`src/hdl/ab_slot_record_policy_top_macros.svh`:
```
// Assertion macros for the A/B slot record policy block.
// Each macro expects clk and rst_n in the scope where it is used.
`ifndef AB_SLOT_RECORD_POLICY_TOP_MACROS_SVH
`define AB_SLOT_RECORD_POLICY_TOP_MACROS_SVH

`ifndef SYNTHESIS

// Same-cycle implication, checked out of reset.
`define ABSRP_ASSERT_IMPLY(lbl, ante, cons) \
  lbl: assert property (@(posedge clk) disable iff (!rst_n) (ante) |-> (cons)) \
    else $error("absrp implication check failed");

// Next-cycle implication, checked out of reset.
`define ABSRP_ASSERT_NEXT(lbl, ante, cons) \
  lbl: assert property (@(posedge clk) disable iff (!rst_n) (ante) |=> (cons)) \
    else $error("absrp next-cycle check failed");

`else

`define ABSRP_ASSERT_IMPLY(lbl, ante, cons)
`define ABSRP_ASSERT_NEXT(lbl, ante, cons)

`endif

`endif

```
`src/hdl/absrp_pkg.sv`:
```
// Shared types and codes for the A/B slot record policy block.
// No dependencies; used by the query and verdict interfaces and every module.
package absrp_pkg;

  localparam int SEQ_W = 32;

  typedef logic [SEQ_W-1:0] seq_t;

  typedef enum logic [1:0] {
    SLOT_VALID   = 2'd0,
    SLOT_ERASED  = 2'd1,
    SLOT_CORRUPT = 2'd2,
    SLOT_IOERR   = 2'd3
  } slot_state_t;

  typedef enum logic [1:0] {
    RD_OK        = 2'd0,
    RD_NOT_FOUND = 2'd1,
    RD_CORRUPT   = 2'd2,
    RD_IOERR     = 2'd3
  } read_status_t;

  typedef enum logic [2:0] {
    HL_HEALTHY     = 3'd0,
    HL_DEGRADED    = 3'd1,
    HL_DEGRADED_IO = 3'd2,
    HL_CORRUPT     = 3'd3,
    HL_IOERR       = 3'd4
  } health_t;

  typedef enum logic [1:0] {
    REC_ERASE_REWRITE = 2'd0,
    REC_NOT_NEEDED    = 2'd1,
    REC_IOERR         = 2'd2,
    REC_FAILED        = 2'd3
  } recover_t;

  localparam logic SEL_A = 1'b0;
  localparam logic SEL_B = 1'b1;

  typedef struct packed {
    slot_state_t slot_a_state;
    slot_state_t slot_b_state;
    seq_t        seq_a;
    seq_t        seq_b;
  } query_t;

  typedef struct packed {
    read_status_t read_status;
    logic         read_slot;
    health_t      health;
    logic         write_allowed;
    logic         prog_slot;
    seq_t         write_sequence;
    recover_t     recover_action;
  } verdict_t;

endpackage

```
`src/hdl/absrp_ifs.sv`:
```
// Valid/ready channel interfaces for queries, verdicts and configuration.
// Depends on absrp_pkg.
interface absrp_in_if;
  import absrp_pkg::*;
  logic       valid;
  logic       ready;
  logic [1:0] slot_a_state;
  logic [1:0] slot_b_state;
  seq_t       seq_a;
  seq_t       seq_b;

  modport source (output valid, slot_a_state, slot_b_state, seq_a,
                  seq_b, input ready);
  modport sink   (input valid, slot_a_state, slot_b_state, seq_a,
                  seq_b, output ready);
endinterface

interface absrp_out_if;
  import absrp_pkg::*;
  logic       valid;
  logic       ready;
  logic [1:0] read_status;
  logic       read_slot;
  logic [2:0] health;
  logic       write_allowed;
  logic       prog_slot;
  seq_t       write_sequence;
  logic [1:0] recover_action;

  modport source (output valid, read_status, read_slot, health, write_allowed,
                  prog_slot, write_sequence, recover_action, input ready);
  modport sink   (input valid, read_status, read_slot, health, write_allowed,
                  prog_slot, write_sequence, recover_action, output ready);
endinterface

interface absrp_cfg_if;
  logic valid;
  logic ready;
  logic storage_ready;

  modport source (output valid, storage_ready, input ready);
  modport sink   (input valid, storage_ready, output ready);
endinterface

```
`src/hdl/absrp_in_stage.sv`:
```
// Input register: captures one query per transfer and hands it downstream.
// Depends on absrp_pkg and absrp_in_if.
module absrp_in_stage (
  input  logic              clk,
  input  logic              rst_n,
  absrp_in_if.sink          in_chan,
  output logic              q_valid,
  output absrp_pkg::query_t q_item,
  input  logic              q_ready
);
  import absrp_pkg::*;

  logic   valid_r;
  query_t item_r;
  logic   take;

  assign in_chan.ready = !valid_r || q_ready;
  assign take          = in_chan.valid && in_chan.ready;

  always_ff @(posedge clk) begin
    if (!rst_n) begin
      valid_r <= 1'b0;
    end else if (in_chan.ready) begin
      valid_r <= in_chan.valid;
    end
  end

  always_ff @(posedge clk) begin
    if (take) begin
      item_r.slot_a_state <= slot_state_t'(in_chan.slot_a_state);
      item_r.slot_b_state <= slot_state_t'(in_chan.slot_b_state);
      item_r.seq_a        <= in_chan.seq_a;
      item_r.seq_b        <= in_chan.seq_b;
    end
  end

  assign q_valid = valid_r;
  assign q_item  = item_r;
endmodule

```
`src/hdl/absrp_decide.sv`:
```
// Decision logic: read choice, health grade, write target and repair verdict.
// Depends on absrp_pkg.
module absrp_decide (
  input  logic                storage_ready,
  input  absrp_pkg::query_t   q_item,
  output absrp_pkg::verdict_t v_item
);
  import absrp_pkg::*;

  logic av, bv, ae, be, ac, bc, aio, bio, any_io;
  seq_t seq_diff;
  logic b_newer;
  seq_t base;
  seq_t seq_inc;
  verdict_t v;

  always_comb begin
    av     = (q_item.slot_a_state == SLOT_VALID);
    bv     = (q_item.slot_b_state == SLOT_VALID);
    ae     = (q_item.slot_a_state == SLOT_ERASED);
    be     = (q_item.slot_b_state == SLOT_ERASED);
    ac     = (q_item.slot_a_state == SLOT_CORRUPT);
    bc     = (q_item.slot_b_state == SLOT_CORRUPT);
    aio    = (q_item.slot_a_state == SLOT_IOERR);
    bio    = (q_item.slot_b_state == SLOT_IOERR);
    any_io = aio || bio;

    // Wrap-safe compare: B is newer when A - B is negative as a signed word.
    seq_diff = q_item.seq_a - q_item.seq_b;
    b_newer  = seq_diff[SEQ_W-1];

    v.read_slot      = SEL_A;
    v.write_allowed  = 1'b0;
    v.prog_slot      = SEL_A;
    v.write_sequence = '0;
    base             = '0;

    priority if (av && bv) begin
      v.read_status = RD_OK;
      v.read_slot   = b_newer;
    end else if (av) begin
      v.read_status = RD_OK;
    end else if (bv) begin
      v.read_status = RD_OK;
      v.read_slot   = SEL_B;
    end else if (any_io) begin
      v.read_status = RD_IOERR;
    end else if (ae && be) begin
      v.read_status = RD_NOT_FOUND;
    end else begin
      v.read_status = RD_CORRUPT;
    end

    priority if (av && bv) begin
      v.health = HL_HEALTHY;
    end else if ((av && bio) || (bv && aio)) begin
      v.health = HL_DEGRADED_IO;
    end else if (any_io) begin
      v.health = HL_IOERR;
    end else if (av || bv) begin
      v.health = HL_DEGRADED;
    end else if (ac || bc) begin
      v.health = HL_CORRUPT;
    end else begin
      v.health = HL_HEALTHY;
    end

    // Write goes to the older slot, or to the one that is not valid; fail closed on io error, or on a corrupt
    // slot with nothing valid.
    if (!any_io) begin
      priority if (ae && be) begin
        v.write_allowed = 1'b1;
      end else if (av && bv) begin
        v.write_allowed = 1'b1;
        v.prog_slot     = !b_newer;
        base            = b_newer ? q_item.seq_b : q_item.seq_a;
      end else if (av) begin
        v.write_allowed = 1'b1;
        v.prog_slot     = SEL_B;
        base            = q_item.seq_a;
      end else if (bv) begin
        v.write_allowed = 1'b1;
        base            = q_item.seq_b;
      end else begin
        v.write_allowed = 1'b0;
      end
    end

    // Skip zero on wrap.
    seq_inc = base + seq_t'(1);
    if (seq_inc == '0) begin
      seq_inc = seq_t'(1);
    end
    if (v.write_allowed) begin
      v.write_sequence = seq_inc;
    end

    priority if (any_io) begin
      v.recover_action = REC_IOERR;
    end else if (ac || bc) begin
      v.recover_action = (av && bv) ? REC_NOT_NEEDED : REC_ERASE_REWRITE;
    end else begin
      v.recover_action = REC_NOT_NEEDED;
    end

    // Storage not validated: report error everywhere.
    if (!storage_ready) begin
      v.read_status    = RD_IOERR;
      v.read_slot      = SEL_A;
      v.health         = HL_IOERR;
      v.write_allowed  = 1'b0;
      v.prog_slot      = SEL_A;
      v.write_sequence = '0;
      v.recover_action = REC_FAILED;
    end

    v_item = v;
  end
endmodule

```
`src/hdl/absrp_out_stage.sv`:
```
// Result register: holds one verdict until the downstream transfer completes.
// Depends on absrp_pkg and absrp_out_if.
module absrp_out_stage (
  input  logic                clk,
  input  logic                rst_n,
  input  logic                v_valid,
  input  absrp_pkg::verdict_t v_item,
  output logic                v_ready,
  absrp_out_if.source         out_chan
);
  import absrp_pkg::*;

  logic     valid_r;
  verdict_t item_r;

  assign v_ready = !valid_r || out_chan.ready;

  always_ff @(posedge clk) begin
    if (!rst_n) begin
      valid_r <= 1'b0;
    end else if (v_ready) begin
      valid_r <= v_valid;
    end
  end

  always_ff @(posedge clk) begin
    if (v_ready && v_valid) begin
      item_r <= v_item;
    end
  end

  assign out_chan.valid          = valid_r;
  assign out_chan.read_status    = item_r.read_status;
  assign out_chan.read_slot      = item_r.read_slot;
  assign out_chan.health         = item_r.health;
  assign out_chan.write_allowed  = item_r.write_allowed;
  assign out_chan.prog_slot      = item_r.prog_slot;
  assign out_chan.write_sequence = item_r.write_sequence;
  assign out_chan.recover_action = item_r.recover_action;
endmodule

```
`src/hdl/ab_slot_record_policy_top.sv`:
```
// Input register, decision logic and result register form a two-stage pipeline with
// ready chained back from the output; a query is registered in the first stage and its
// verdict in the second. Throughput: one query per cycle while the output stays ready.
// Reset (rst_n low, synchronous): both stages empty, storage_ready cleared to 0.
// Config writes are always accepted; the register is sampled by the decision logic.
`include "ab_slot_record_policy_top_macros.svh"

module ab_slot_record_policy_top (
  input  logic        clk,
  input  logic        rst_n,
  absrp_in_if.sink    in_chan,
  absrp_out_if.source out_chan,
  absrp_cfg_if.sink   cfg_chan
);
  import absrp_pkg::*;

  logic     storage_ready_r;
  logic     q_valid;
  query_t   q_item;
  logic     q_ready;
  verdict_t v_item;

  assign cfg_chan.ready = 1'b1;

  always_ff @(posedge clk) begin
    if (!rst_n) begin
      storage_ready_r <= 1'b0;
    end else if (cfg_chan.valid) begin
      storage_ready_r <= cfg_chan.storage_ready;
    end
  end

  absrp_in_stage u_in_stage (
    .clk     (clk),
    .rst_n   (rst_n),
    .in_chan (in_chan),
    .q_valid (q_valid),
    .q_item  (q_item),
    .q_ready (q_ready)
  );

  absrp_decide u_decide (
    .storage_ready (storage_ready_r),
    .q_item        (q_item),
    .v_item        (v_item)
  );

  absrp_out_stage u_out_stage (
    .clk      (clk),
    .rst_n    (rst_n),
    .v_valid  (q_valid),
    .v_item   (v_item),
    .v_ready  (q_ready),
    .out_chan (out_chan)
  );

  `ABSRP_ASSERT_IMPLY(a_write_seq_nonzero, out_chan.valid && out_chan.write_allowed,
                      out_chan.write_sequence != '0)
  `ABSRP_ASSERT_IMPLY(a_fail_closed_zero, out_chan.valid && !out_chan.write_allowed,
                      out_chan.write_sequence == '0 && out_chan.prog_slot == SEL_A)
  `ABSRP_ASSERT_IMPLY(a_read_slot_ok_only, out_chan.valid && out_chan.read_status != RD_OK,
                      out_chan.read_slot == SEL_A)
  `ABSRP_ASSERT_NEXT(a_stage_fill, q_valid && q_ready, out_chan.valid)
endmodule

```
`src/flat_wrapper.sv`:
```
// flat-port wrapper written by rule: the top's interface ports become plain ports
module ab_slot_record_policy_top_flat import absrp_pkg::*;
  (clk, rst_n, in_chan_valid, in_chan_slot_a_state, in_chan_slot_b_state, in_chan_seq_a, in_chan_seq_b, in_chan_ready, out_chan_valid, out_chan_read_status, out_chan_read_slot, out_chan_health, out_chan_write_allowed, out_chan_prog_slot, out_chan_write_sequence, out_chan_recover_action, out_chan_ready, cfg_chan_valid, cfg_chan_storage_ready, cfg_chan_ready);
  absrp_in_if in_chan_i ();
  absrp_out_if out_chan_i ();
  absrp_cfg_if cfg_chan_i ();
  input  logic clk;
  input  logic rst_n;
  input wire logic [$bits(in_chan_i.valid)-1:0] in_chan_valid;
  input wire logic [$bits(in_chan_i.slot_a_state)-1:0] in_chan_slot_a_state;
  input wire logic [$bits(in_chan_i.slot_b_state)-1:0] in_chan_slot_b_state;
  input wire logic [$bits(in_chan_i.seq_a)-1:0] in_chan_seq_a;
  input wire logic [$bits(in_chan_i.seq_b)-1:0] in_chan_seq_b;
  output wire logic [$bits(in_chan_i.ready)-1:0] in_chan_ready;
  output wire logic [$bits(out_chan_i.valid)-1:0] out_chan_valid;
  output wire logic [$bits(out_chan_i.read_status)-1:0] out_chan_read_status;
  output wire logic [$bits(out_chan_i.read_slot)-1:0] out_chan_read_slot;
  output wire logic [$bits(out_chan_i.health)-1:0] out_chan_health;
  output wire logic [$bits(out_chan_i.write_allowed)-1:0] out_chan_write_allowed;
  output wire logic [$bits(out_chan_i.prog_slot)-1:0] out_chan_prog_slot;
  output wire logic [$bits(out_chan_i.write_sequence)-1:0] out_chan_write_sequence;
  output wire logic [$bits(out_chan_i.recover_action)-1:0] out_chan_recover_action;
  input wire logic [$bits(out_chan_i.ready)-1:0] out_chan_ready;
  input wire logic [$bits(cfg_chan_i.valid)-1:0] cfg_chan_valid;
  input wire logic [$bits(cfg_chan_i.storage_ready)-1:0] cfg_chan_storage_ready;
  output wire logic [$bits(cfg_chan_i.ready)-1:0] cfg_chan_ready;
  assign in_chan_i.valid = in_chan_valid;
  assign in_chan_i.slot_a_state = in_chan_slot_a_state;
  assign in_chan_i.slot_b_state = in_chan_slot_b_state;
  assign in_chan_i.seq_a = in_chan_seq_a;
  assign in_chan_i.seq_b = in_chan_seq_b;
  assign in_chan_ready = in_chan_i.ready;
  assign out_chan_valid = out_chan_i.valid;
  assign out_chan_read_status = out_chan_i.read_status;
  assign out_chan_read_slot = out_chan_i.read_slot;
  assign out_chan_health = out_chan_i.health;
  assign out_chan_write_allowed = out_chan_i.write_allowed;
  assign out_chan_prog_slot = out_chan_i.prog_slot;
  assign out_chan_write_sequence = out_chan_i.write_sequence;
  assign out_chan_recover_action = out_chan_i.recover_action;
  assign out_chan_i.ready = out_chan_ready;
  assign cfg_chan_i.valid = cfg_chan_valid;
  assign cfg_chan_i.storage_ready = cfg_chan_storage_ready;
  assign cfg_chan_ready = cfg_chan_i.ready;
  ab_slot_record_policy_top u_core (.clk(clk), .rst_n(rst_n), .in_chan(in_chan_i), .out_chan(out_chan_i), .cfg_chan(cfg_chan_i));
endmodule
```
`config.mk`:
```
export PLATFORM = sky130hd
export DESIGN_NAME = ab_slot_record_policy_top_flat
export DESIGN_NICKNAME = d
export VERILOG_FILES = /design/src/hdl/absrp_pkg.sv /design/src/hdl/absrp_ifs.sv /design/src/hdl/absrp_in_stage.sv /design/src/hdl/absrp_decide.sv /design/src/hdl/absrp_out_stage.sv /design/src/hdl/ab_slot_record_policy_top.sv /design/src/flat_wrapper.sv
export VERILOG_INCLUDE_DIRS = /design/src /design/src/hdl
export SDC_FILE = /design/constraint.sdc
export NUM_CORES = 1
export LEC_CHECK = 0
export BUFFER_PORTS_ARGS = -buffer_cell sky130_fd_sc_hd__buf_2
export CAP_MARGIN = 10
export CORE_MARGIN = 2
export CORE_UTILIZATION = 45
export CTS_CLUSTER_DIAMETER = 40
export DETAILED_ROUTE_END_ITERATION = 10
export GPL_ROUTABILITY_DRIVEN = 0
export PLACE_DENSITY = 0.75
export SLEW_MARGIN = 20
export SYNTH_ARGS = -nofsm -noshare
export SYNTH_HDL_FRONTEND = slang
export SYNTH_HIERARCHICAL = 1
export SYNTH_SLANG_ARGS = --single-unit
```
`constraint.sdc`:
```
create_clock -name clk -period 5.3 [get_ports clk]
set_input_delay 1.325 -clock clk [delete_from_list [all_inputs] [get_ports clk]]
set_output_delay 1.325 -clock clk [all_outputs]
set_load 0.02 [all_outputs]
```
==> results of run 1 <==
## through the flow
step	std cells	cell area (um^2)	hold slack, ns
after floorplan	692	7190	0.480
after global placement	1022	8110	0.489
after detailed placement	1022	8110	0.498
after CTS	1052	8620	0.506
after global routing	1059	8750	0.522
final	1059	8750	0.503
## worst max path at each step
stage	start	to	slack [ns]	cells past startpoint
finish	u_core/u_in_stage/q_item[48]	u_core/u_out_stage/out_chan.write_sequence[1]	0.18	17
global placement	u_core/u_in_stage/q_item[61]	u_core/u_out_stage/out_chan.write_sequence[0]	0.11	19
detailed placement	u_core/u_in_stage/q_item[62]	u_core/u_out_stage/out_chan.write_sequence[23]	0.07	20
global route	u_core/u_in_stage/q_item[6]	u_core/u_out_stage/out_chan.write_sequence[23]	-0.07	22
floorplan	u_core/u_in_stage/q_item[48]	u_core/u_out_stage/out_chan.write_sequence[15]	0.04	23
CTS	u_core/u_in_stage/q_item[62]	u_core/u_out_stage/out_chan.write_sequence[23]	0.04	20
## power breakdown
group / leakage (nW) / switching [mW] / total [mW] / internal, mW
clock: 0.257 / 0.363 / 0.990 / 0.628
sequential: 1.05 / 0.0377 / 1.08 / 1.04
combinational: 1.99 / 0.261 / 0.422 / 0.161
## critical path, stage by stage (launching register included)
cell and delay (ns):
edfxtp_1 0.45, ha_1 0.35, a21o_1 0.17, a221o_1 0.34, a22oi_2 0.24, nand2_2 0.13
buf_4 0.16, a211oi_1 0.44, a21oi_1 0.13, buf_4 0.24, o221ai_1 0.42, nor3_2 0.12
buf_4 0.21, and4_1 0.21, a2111oi_0 0.47, o211ai_1 0.19, or3_4 0.41, and3_1 0.18
## layer usage
layer | track usage, % | part of all wire, %
met5 | 0 | 0
met1 | 31.0 | 43
met2 | 33.8 | 45
met4 | 8.45 | 2.6
met3 | 5.50 | 9.5
## timing repair
item / CTS / global route
endpoints found under the setup margin: 0 / 23
resized for setup: 0 / 15
setup buffers: 0 / 7
endpoints found under the hold margin: 0 / 0
## synth_stat cells, drive strengths merged (5+ instances only)
cell type | n | share of area, %
o21ai | 33 | 2.3
xnor2 | 23 | 3.2
ha | 31 | 5.4
o221a | 5 | 0.78
or2 | 5 | 0.43
inv | 38 | 2.0
a311oi | 6 | 0.82
a22o | 5 | 0.61
nand3 | 21 | 1.5
o221ai | 12 | 1.5
nor2 | 68 | 3.6
o211ai | 10 | 1.0
a21oi | 53 | 4.0
nor3b | 6 | 0.77
and2 | 11 | 1.0
edfxtp | 110 | 46
o22ai | 6 | 0.52
a21o | 5 | 0.52
nand4 | 20 | 2.0
nor4 | 7 | 0.82
nand2 | 55 | 2.9
buf | 17 | 1.4
xor2 | 13 | 1.7
a22oi | 10 | 1.2
clkbuf | 15 | 0.78
a211o | 5 | 0.61
a211oi | 7 | 0.80
a31oi | 8 | 0.70
a221oi | 5 | 0.94
mux2i | 9 | 1.3
nor3 | 17 | 1.3
## flip-flops by register name (all words and copies together), names as in the netlist
name and flops:
u_core/u_in_stage/q_item 68, u_core/u_out_stage/out_chan.write_sequence 32, u_core/u_out_stage/out_chan.health 3, u_core/u_out_stage/out_chan.read_status 2, u_core/u_out_stage/out_chan.recover_action 2, u_core/storage_ready_r 1
u_core/u_in_stage/q_valid 1, u_core/u_out_stage/out_chan.prog_slot 1, u_core/u_out_stage/out_chan.read_slot 1, u_core/u_out_stage/out_chan.valid 1, u_core/u_out_stage/out_chan.write_allowed 1
## cell type report
| cell class | instances | share of cell area, % |
|---|---|---|
| clock buffer | 21 | 5.03 |
| clock inverter | 9 | 0.787 |
| inverter | 38 | 1.63 |
| multi-input combinational | 509 | 41.2 |
| sequential | 113 | 38.4 |
| tap | 216 | 3.09 |
| timing repair buffer | 153 | 9.87 |
## layout by cell type, fill, tap and decap left out, types with 10 or more instances in the layout
cell type  count
nor3_1        14
ha_1          31
o21ai_0       29
edfxtp_1     110
o211ai_1      10
nand4_1       17
a21oi_1       49
inv_1         38
clkbuf_16     17
xnor2_1       20
o221ai_1      11
nand3_1       21
nor2_1        64
buf_2        117
nand2_1       54
buf_4         34
xor2_1        12
## kinds of logic after synthesis
kind of cell               synth area share, %
AOI/OAI and AO/OA                         20.1
xor gates and xnor gates                  4.85
other                                   0.0521
buffers and inverters                     4.16
and+or+nand+nor                           17.1
DFF                                       46.8
muxes                                     1.62
adders and majority gates                 5.39
==> impl_metrics.env, run 1 <==
export IMPL_status="complete, no violations"
export IMPL_multi_input_area_um2=3600
export IMPL_skew_ns=0.00696
export IMPL_fin_tns_setup_ns=0
export IMPL_hp_class="flop to flop"
export IMPL_ys_ff_latch=113
export IMPL_rsz0062_at_grt="yes"
export IMPL_hold_viol=0
export IMPL_drt_iter0_markers=714
export IMPL_drt_pass1_iterations=5
export IMPL_grt_use_total_pct=22.3
export IMPL_cap_viol_max_count=0
export IMPL_power_leakage_nw=3.30
export IMPL_r2r_start="u_core/u_in_stage/q_item[48]"
export IMPL_total_power_mw=2.49
export IMPL_pre_cts_ws_ns=0.0698
export IMPL_fmax_ghz=0.195
export IMPL_fin_crit_sh_pct=96.6
export IMPL_grt_max_degree=69
export IMPL_cp_start_kind="flop"
export IMPL_path_class="flop to flop"
export IMPL_dp_hpwl_um=14100
export IMPL_routed_via_density=5.82
export IMPL_syn_cell_area_um2=7190
export IMPL_yosys_warnings=6
export IMPL_wl_per_cell_um=17.7
export IMPL_register_area_um2=3360
export IMPL_initial_utilization_pct=45.6
export IMPL_cp_end_kind="flop"
export IMPL_worst_pin_slew_ns=0.932
export IMPL_drc=0
export IMPL_fin_crit_ns=5.12
export IMPL_antenna_found_initial=0
export IMPL_cts_sinks=113
export IMPL_power_density_nw_per_um2=284
export IMPL_die_w_um=130
export IMPL_clkTransAtPathRegs_ns=0.05
export IMPL_io_pins=119
export IMPL_cts_buffer_depth=2
export IMPL_crit_required_ns=5.46
export IMPL_fin_ws_ns=0.183
export IMPL_arrival_ns=5.28
export IMPL_cts_buffers=17
export IMPL_ir_drop_v=0.000217
export IMPL_synth_nets=797
export IMPL_dieArea_um2=17000
export IMPL_nets=937
export IMPL_synth_main_ff_cell="edfxtp_1"
export IMPL_drive_gt1_share_pct=28.0
export IMPL_timing_rr_end="u_core/u_out_stage/out_chan.write_sequence[1]"
export IMPL_via_count=6160
export IMPL_r2r_slack_ns=0.18
export IMPL_ff2ff_path_depth=17
export IMPL_critPathMaxFanout=19
export IMPL_avgSynthCellArea_um2=10.4
export IMPL_synth_edf_count=110
export IMPL_clk_latency_ns=0.41
export IMPL_fill_cells=1404
export IMPL_hold_depth=2
export IMPL_htreeDepth=4
export IMPL_routed_wl_um=18800
export IMPL_die_h_um=130
export IMPL_grt_first_pass_wirelength_um=28800
export IMPL_hp_start="u_core/u_in_stage/q_valid"
export IMPL_rows=46
export IMPL_area_growth_pct=21.6
export IMPL_port_buffers=117
export IMPL_cts_tree="done"
export IMPL_final_antenna_net_count=0
export IMPL_yosysUniqueCellTypes=91
export IMPL_setup_viol=0
export IMPL_async_flop_share_pct=0
export IMPL_slew_viol_final=0
export IMPL_fin_util_pct=55.5
export IMPL_synth_seq_area_share_pct=46.8
export IMPL_core_um2=15800
export IMPL_cts_hold_buf=0
export IMPL_syn_inst=692
export IMPL_diodes=0
export IMPL_clockRootBuffer="clkbuf_16"
export IMPL_hold_end="u_core/u_out_stage/out_chan.valid"
export IMPL_grt_overflow_total=0
export IMPL_grt_pass1_vias=5486
export IMPL_slew_headroom_pct=37.5
Note: power is estimated with default switching activity, not from simulation.
==> run 2: changes to the inputs <==
- ABC_AREA: unset -> 1
==> run 2 against run 1 <==
Setup slack improved by 1.0 ns; final cell count grew 8.3%; sequential share of layout area increased by 2.0 points; clock skew is 0.0025 ns higher; synthesized area shrank 2.9%; largest cell class is now registers; design area fell by 4.9%; register-to-register slack gained 1.0 ns; global-route usage decreased by 2.1 points; clock power increased by 8%; hold slack better by 0.023 ns; via count decreased by 3.2%.
==> impl_metrics.env, run 2 <==
export IMPL_synth_main_ff_cell="edfxtp_1"
export IMPL_area_growth_pct=19.1
export IMPL_cts_sinks=113
export IMPL_syn_inst=824
export IMPL_final_cell_mix="215 x nand2_1, 117 x buf_2, 110 x edfxtp_1, 105 x nor2_1, 93 x inv_1"
export IMPL_dp_hpwl_um=12100
export IMPL_cts_buffer_depth=2
export IMPL_drt_pass1_iterations=5
export IMPL_setup_viol=0
export IMPL_power_leakage_nw=3.68
export IMPL_grt_max_degree=43
export IMPL_synthSimpleGateAreaFrac_pct=31.2
export IMPL_fill_cells=1384
export IMPL_drive_gt1_share_pct=24.9
export IMPL_initial_utilization_pct=45.9
export IMPL_final_cell_count_no_fill=1147
export IMPL_layout_commonest_cell="nand2_1"
export IMPL_core_um2=15200
export IMPL_diodes=0
export IMPL_largest_register_ffs=68
export IMPL_synth_compound_area_share_pct=7.03
export IMPL_yosys_warnings=6
export IMPL_cp_end_kind="flop"
export IMPL_io_pins=119
export IMPL_dieArea_um2=16500
export IMPL_place_inst=1115
export IMPL_busiest_layer="met2"
export IMPL_avgSynthCellArea_um2=8.47
export IMPL_cts_hold_buf=0
export IMPL_die_w_um=129
export IMPL_met1_usage_pct=28.0
export IMPL_grt_overflow_total=0
export IMPL_synth_nets=929
export IMPL_yosysTopAreaCellShare_pct=47.3
export IMPL_htreeDepth=4
export IMPL_die_h_um=129
export IMPL_crit_required_ns=5.48
export IMPL_grt_use_total_pct=20.2
export IMPL_antenna_found_initial=0
export IMPL_critPathMaxFanout=28
export IMPL_synth_edf_count=110
export IMPL_yosysUniqueCellTypes=42
export IMPL_gr_usage_met2_pct=31.1
export IMPL_via_count=5961
export IMPL_syn_cell_area_um2=6980
export IMPL_cp_slowest_stage_delay_ns=0.41
export IMPL_drc=0
export IMPL_wl_per_cell_um=14.2
export IMPL_gr_usage_met3_pct=4.95
export IMPL_power_density_nw_per_um2=296
export IMPL_rsz0062_at_grt="no"
export IMPL_slew_headroom_pct=31.3
export IMPL_hold_viol=0
export IMPL_synth_seq_area_share_pct=48.2
export IMPL_ys_top_cells_by_count="215 x nand2_1, 110 x edfxtp_1, 106 x nor2_1, 93 x inv_1, 71 x nand3_1"
export IMPL_async_flop_share_pct=0
export IMPL_ir_drop_v=0.000206
export IMPL_cts_buffers=17
export IMPL_fmax_ghz=0.245
export IMPL_synthAdderAreaFrac_pct=5.56
export IMPL_cts_tree="done"
export IMPL_synth_area_top_cells="edfxtp_1 47%, nand2_1 12%, nor2_1 5.7%"
export IMPL_synth_area_mux_share_pct=0
export IMPL_port_buffers=117
export IMPL_yosys_area_share_xor_xnor_pct=0.609
export IMPL_routed_wl_um=16300
export IMPL_clk_latency_ns=0.42
export IMPL_worst_pin_slew_ns=1.03
export IMPL_clkTransAtPathRegs_ns=0.06
export IMPL_routed_via_density=5.20
export IMPL_slew_viol_final=0
export IMPL_ys_ff_latch=113
export IMPL_cp_slowest_cell="edfxtp_1"
export IMPL_cp_start_kind="flop"
export IMPL_cap_viol_max_count=0
export IMPL_hp_class="flop to flop"
export IMPL_cts_resized=0
export IMPL_grt_first_pass_wirelength_um=25900
export IMPL_fin_crit_sh_pct=77.1
export IMPL_drt_iter0_markers=461
export IMPL_total_power_mw=2.46
export IMPL_fin_crit_ns=4.09
export IMPL_status="complete, no violations"
export IMPL_synth_top_family_by_area="simple AND/OR/NAND/NOR gates"
export IMPL_final_antenna_net_count=0
export IMPL_rows=45
export IMPL_nets=1051
export IMPL_skew_ns=0.00948
export IMPL_clockRootBuffer="clkbuf_16"
export IMPL_yosysMostFrequentCell="nand2_1"
export IMPL_critPathMostFrequentCell="nand2_1"
export IMPL_arrival_ns=4.27
export IMPL_fin_tns_setup_ns=0
export IMPL_postCtsSetupBuffers=0
export IMPL_grt_pass1_vias=5395
export IMPL_synth_top_cell_by_area="edfxtp_1"
export IMPL_path_class="flop to flop"
==> run 2: cells by family (layout without fill, tap and decap cells) <==
| family | count (synthesis) | in the layout |
|---|---|---|
| DFF | 113 | 113 |
| other | 1 | 1 |
| adders and majority gates | 31 | 31 |
| and+or+nand+nor | 470 | 470 |
| AOI/OAI and AO/OA | 81 | 81 |
| buffers and inverters | 124 | 259 |
| xor gates and xnor gates | 4 | 4 |
==> run 2: final cells by class <==
cell class	count	area, um^2	share of cell area (%)
clock buffer	17	425	5.12
clock inverter	15	138	1.65
inverter	103	387	4.65
multi-input combinational	587	3130	37.6
sequential	113	3360	40.4
tap	188	235	2.83
timing repair buffer	124	638	7.67
==> run 2: stage by stage <==
step | utilization, % | area, um^2 | setup WS (ns) | hold slack [ns]
3_5_place_dp | 51.0 | 7750 | 1.31 | 0.524
2_1_floorplan | - | 6980 | 0.0412 | 0.481
4_1_cts | 54.7 | 8320 | 1.28 | 0.531
3_3_place_gp | 51.0 | 7750 | 1.34 | 0.513
5_1_grt | 54.7 | 8320 | 0.794 | 0.559
6_report | 54.7 | 8320 | 1.21 | 0.526
==> run 2: worst max-delay path, delay by kind of cell (launching register included) <==
kind,cells,cell delay (ns)
buffers and inverters,1,0.13
and+or+nand+nor,26,2.78
DFF,1,0.41
adders and majority gates,2,0.52
==> run 2: final timing paths <==
kind                            cells after the start  slack [ns]                    startpoint                                       endpoint
worst max-delay path                               29        1.21  u_core/u_in_stage/q_item[46]  u_core/u_out_stage/out_chan.write_sequence[1]
worst min register to register                      2        0.53     u_core/u_in_stage/q_valid                      u_core/u_in_stage/q_valid
worst max register to register                     29        1.21  u_core/u_in_stage/q_item[46]  u_core/u_out_stage/out_chan.write_sequence[1]
worst min-delay path                                2        0.53     u_core/u_in_stage/q_valid                      u_core/u_in_stage/q_valid
==> run 2: metal layers <==
layer  wire length [um]  up-vias
li1                   -     2975
met1               7470     2705
met2               7290      253
met3               1190       28
met4                311        0
met5                  0        -
==> run 2: power breakdown <==
group | leakage, nW | switching (mW) | internal [mW]
clock network | 0.258 | 0.426 | 0.646
registers | 1.12 | 0.0315 | 1.03
logic | 2.31 | 0.216 | 0.111
total | 3.68 | 0.674 | 1.79
==> run 3: changes to the inputs <==
- PLACE_DENSITY: 0.75 -> 0.72
- clock period: 5.3 -> 4.1 ns (I/O delays scaled with it)
==> run 3 against run 2 <==
Critical path type unchanged; design area rose by 2.8%; die area is the same; final cell count increased by 1.7%; sequential cell count unchanged; sequential power is 30% higher; global-route usage up 0.57 points; highest routed layer unchanged; hold slack improved by 0.0032 ns; wire length rose by 2.5%; total power is 28% higher.
==> impl_metrics.env, run 3 (same netlist as run 2, synthesis figures left out) <==
export IMPL_status="complete, no violations"
export IMPL_fin_crit_sh_pct=93.3
export IMPL_diodes=0
export IMPL_slew_headroom_pct=39.0
export IMPL_drt_iter0_markers=510
export IMPL_cts_sinks=113
export IMPL_grt_use_total_pct=20.8
export IMPL_drc=0
export IMPL_antenna_found_initial=0
export IMPL_via_count=6091
export IMPL_r2r_slack_ns=0.27
export IMPL_die_w_um=129
export IMPL_cp_start_kind="flop"
export IMPL_grt_pass1_vias=5390
export IMPL_grt_first_pass_wirelength_um=26700
export IMPL_largest_register_ffs=68
export IMPL_cts_buffer_depth=2
export IMPL_drive_gt1_share_pct=27.2
export IMPL_cts_buffers=17
export IMPL_grt_overflow_total=0
export IMPL_hold_viol=0
export IMPL_ir_drop_v=0.000383
export IMPL_initial_utilization_pct=45.9
export IMPL_clkTransAtPathRegs_ns=0.05
export IMPL_worst_pin_slew_ns=0.915
export IMPL_post_route_cell_area_um2=8550
export IMPL_cp_slowest_stage_delay_ns=0.37
export IMPL_grt_max_degree=69
export IMPL_final_antenna_net_count=0
export IMPL_cts_tree="done"
export IMPL_power_density_nw_per_um2=369
export IMPL_cp_end_kind="flop"
export IMPL_critPathMostFrequentCell="nand2_1"
export IMPL_drt_pass1_iterations=6
export IMPL_dp_hpwl_um=12200
export IMPL_fill_cells=1345
export IMPL_port_buffers=117
export IMPL_arrival_ns=4.00
export IMPL_die_h_um=129
export IMPL_setup_viol=0
export IMPL_path_class="flop to flop"
export IMPL_power_leakage_nw=3.82
export IMPL_htreeDepth=4
export IMPL_area_growth_pct=22.5
export IMPL_wl_per_cell_um=14.3
export IMPL_dpl_cell_area_um2=7770
export IMPL_nets=1071
export IMPL_routed_wl_um=16700
export IMPL_routed_via_density=5.22
export IMPL_rows=45
export IMPL_fin_crit_ns=3.83
export IMPL_io_pins=119
export IMPL_hp_class="flop to flop"
export IMPL_slew_viol_final=0
export IMPL_final_cell_mix="213 x nand2_1, 117 x buf_2, 110 x edfxtp_1, 100 x nor2_1, 92 x inv_1"
export IMPL_layout_commonest_cell="nand2_1"
export IMPL_cp_slowest_cell="edfxtp_1"
export IMPL_crit_required_ns=4.27
export IMPL_fin_ws_ns=0.273
export IMPL_critPathMaxFanout=5
export IMPL_dieArea_um2=16500
export IMPL_multi_input_area_um2=3240
export IMPL_register_area_um2=3360
export IMPL_clk_latency_ns=0.41
export IMPL_fmax_ghz=0.261
export IMPL_skew_ns=0.00627
export IMPL_clockRootBuffer="clkbuf_16"
export IMPL_cap_viol_max_count=0
export IMPL_pre_cts_ws_ns=0.174
export IMPL_core_um2=15200
-- run 3: cell count changes in the layout (fill, tap and decap cells not counted), moves of 4 or more --
cell	delta
clkinv_2	+4
clkinv_1	+4
clkinvlp_4	-4
nor2_1	-5
buf_4	+17
nor2_2	+4
-- run 3: layer usage --
metal,GRT usage [%],vias up,routed length (um)
met5,0,-,0
met4,8.50,0,360
met3,4.86,26,1250
met2,31.0,274,7520
met1,29.4,2770,7530
li1,-,3021,-
-- run 3: metrics by stage --
step | utilization (%) | std cells | hold WS [ns] | power (mW) | TNS, ns
CTS | 54.6 | 1149 | 0.529 | 3.13 | 0
finish | 56.2 | 1167 | 0.529 | 3.16 | 0
global placement | 51.1 | 1117 | 0.516 | 1.81 | 0
global route | 56.2 | 1167 | 0.544 | 3.31 | -0.0198
floorplan | - | 824 | 0.494 | 1.70 | 0
detailed placement | 51.1 | 1117 | 0.521 | 1.82 | 0
-- run 3: worst paths after layout --
path                                     start                                            end  depth (start not counted)
hold reg to reg      u_core/u_in_stage/q_valid                      u_core/u_in_stage/q_valid                          2
setup / recovery  u_core/u_in_stage/q_item[26]  u_core/u_out_stage/out_chan.write_sequence[1]                         30
setup reg to reg  u_core/u_in_stage/q_item[26]  u_core/u_out_stage/out_chan.write_sequence[1]                         30
hold / removal       u_core/u_in_stage/q_valid                      u_core/u_in_stage/q_valid                          2
-- run 3: cell type report --
cell class,count,area share [%]
sequential,113,39.3
inverter,103,4.52
timing repair buffer,143,9.32
tap,188,2.75
clock inverter,14,1.16
clock buffer,18,5.02
multi-input combinational,588,37.9
-- run 3: timing repair --
action | in CTS | in global routing
buffers inserted | 0 | 17
resized for setup | 0 | 21
setup endpoints to repair | 0 | 2
hold buffers | 0 | 0
-- run 3: report_power, final --
| group | internal, mW | switching, mW |
|---|---|---|
| logic | 0.179 | 0.304 |
| registers | 1.33 | 0.0410 |
| clock network | 0.813 | 0.488 |
-- run 3: critical path: cells and delay by family (launching register included) --
kind / cells / cell delay, ns
simple gates: 25 / 2.46
fa+ha+maj: 2 / 0.50
flops: 1 / 0.37
buf+inv: 3 / 0.29
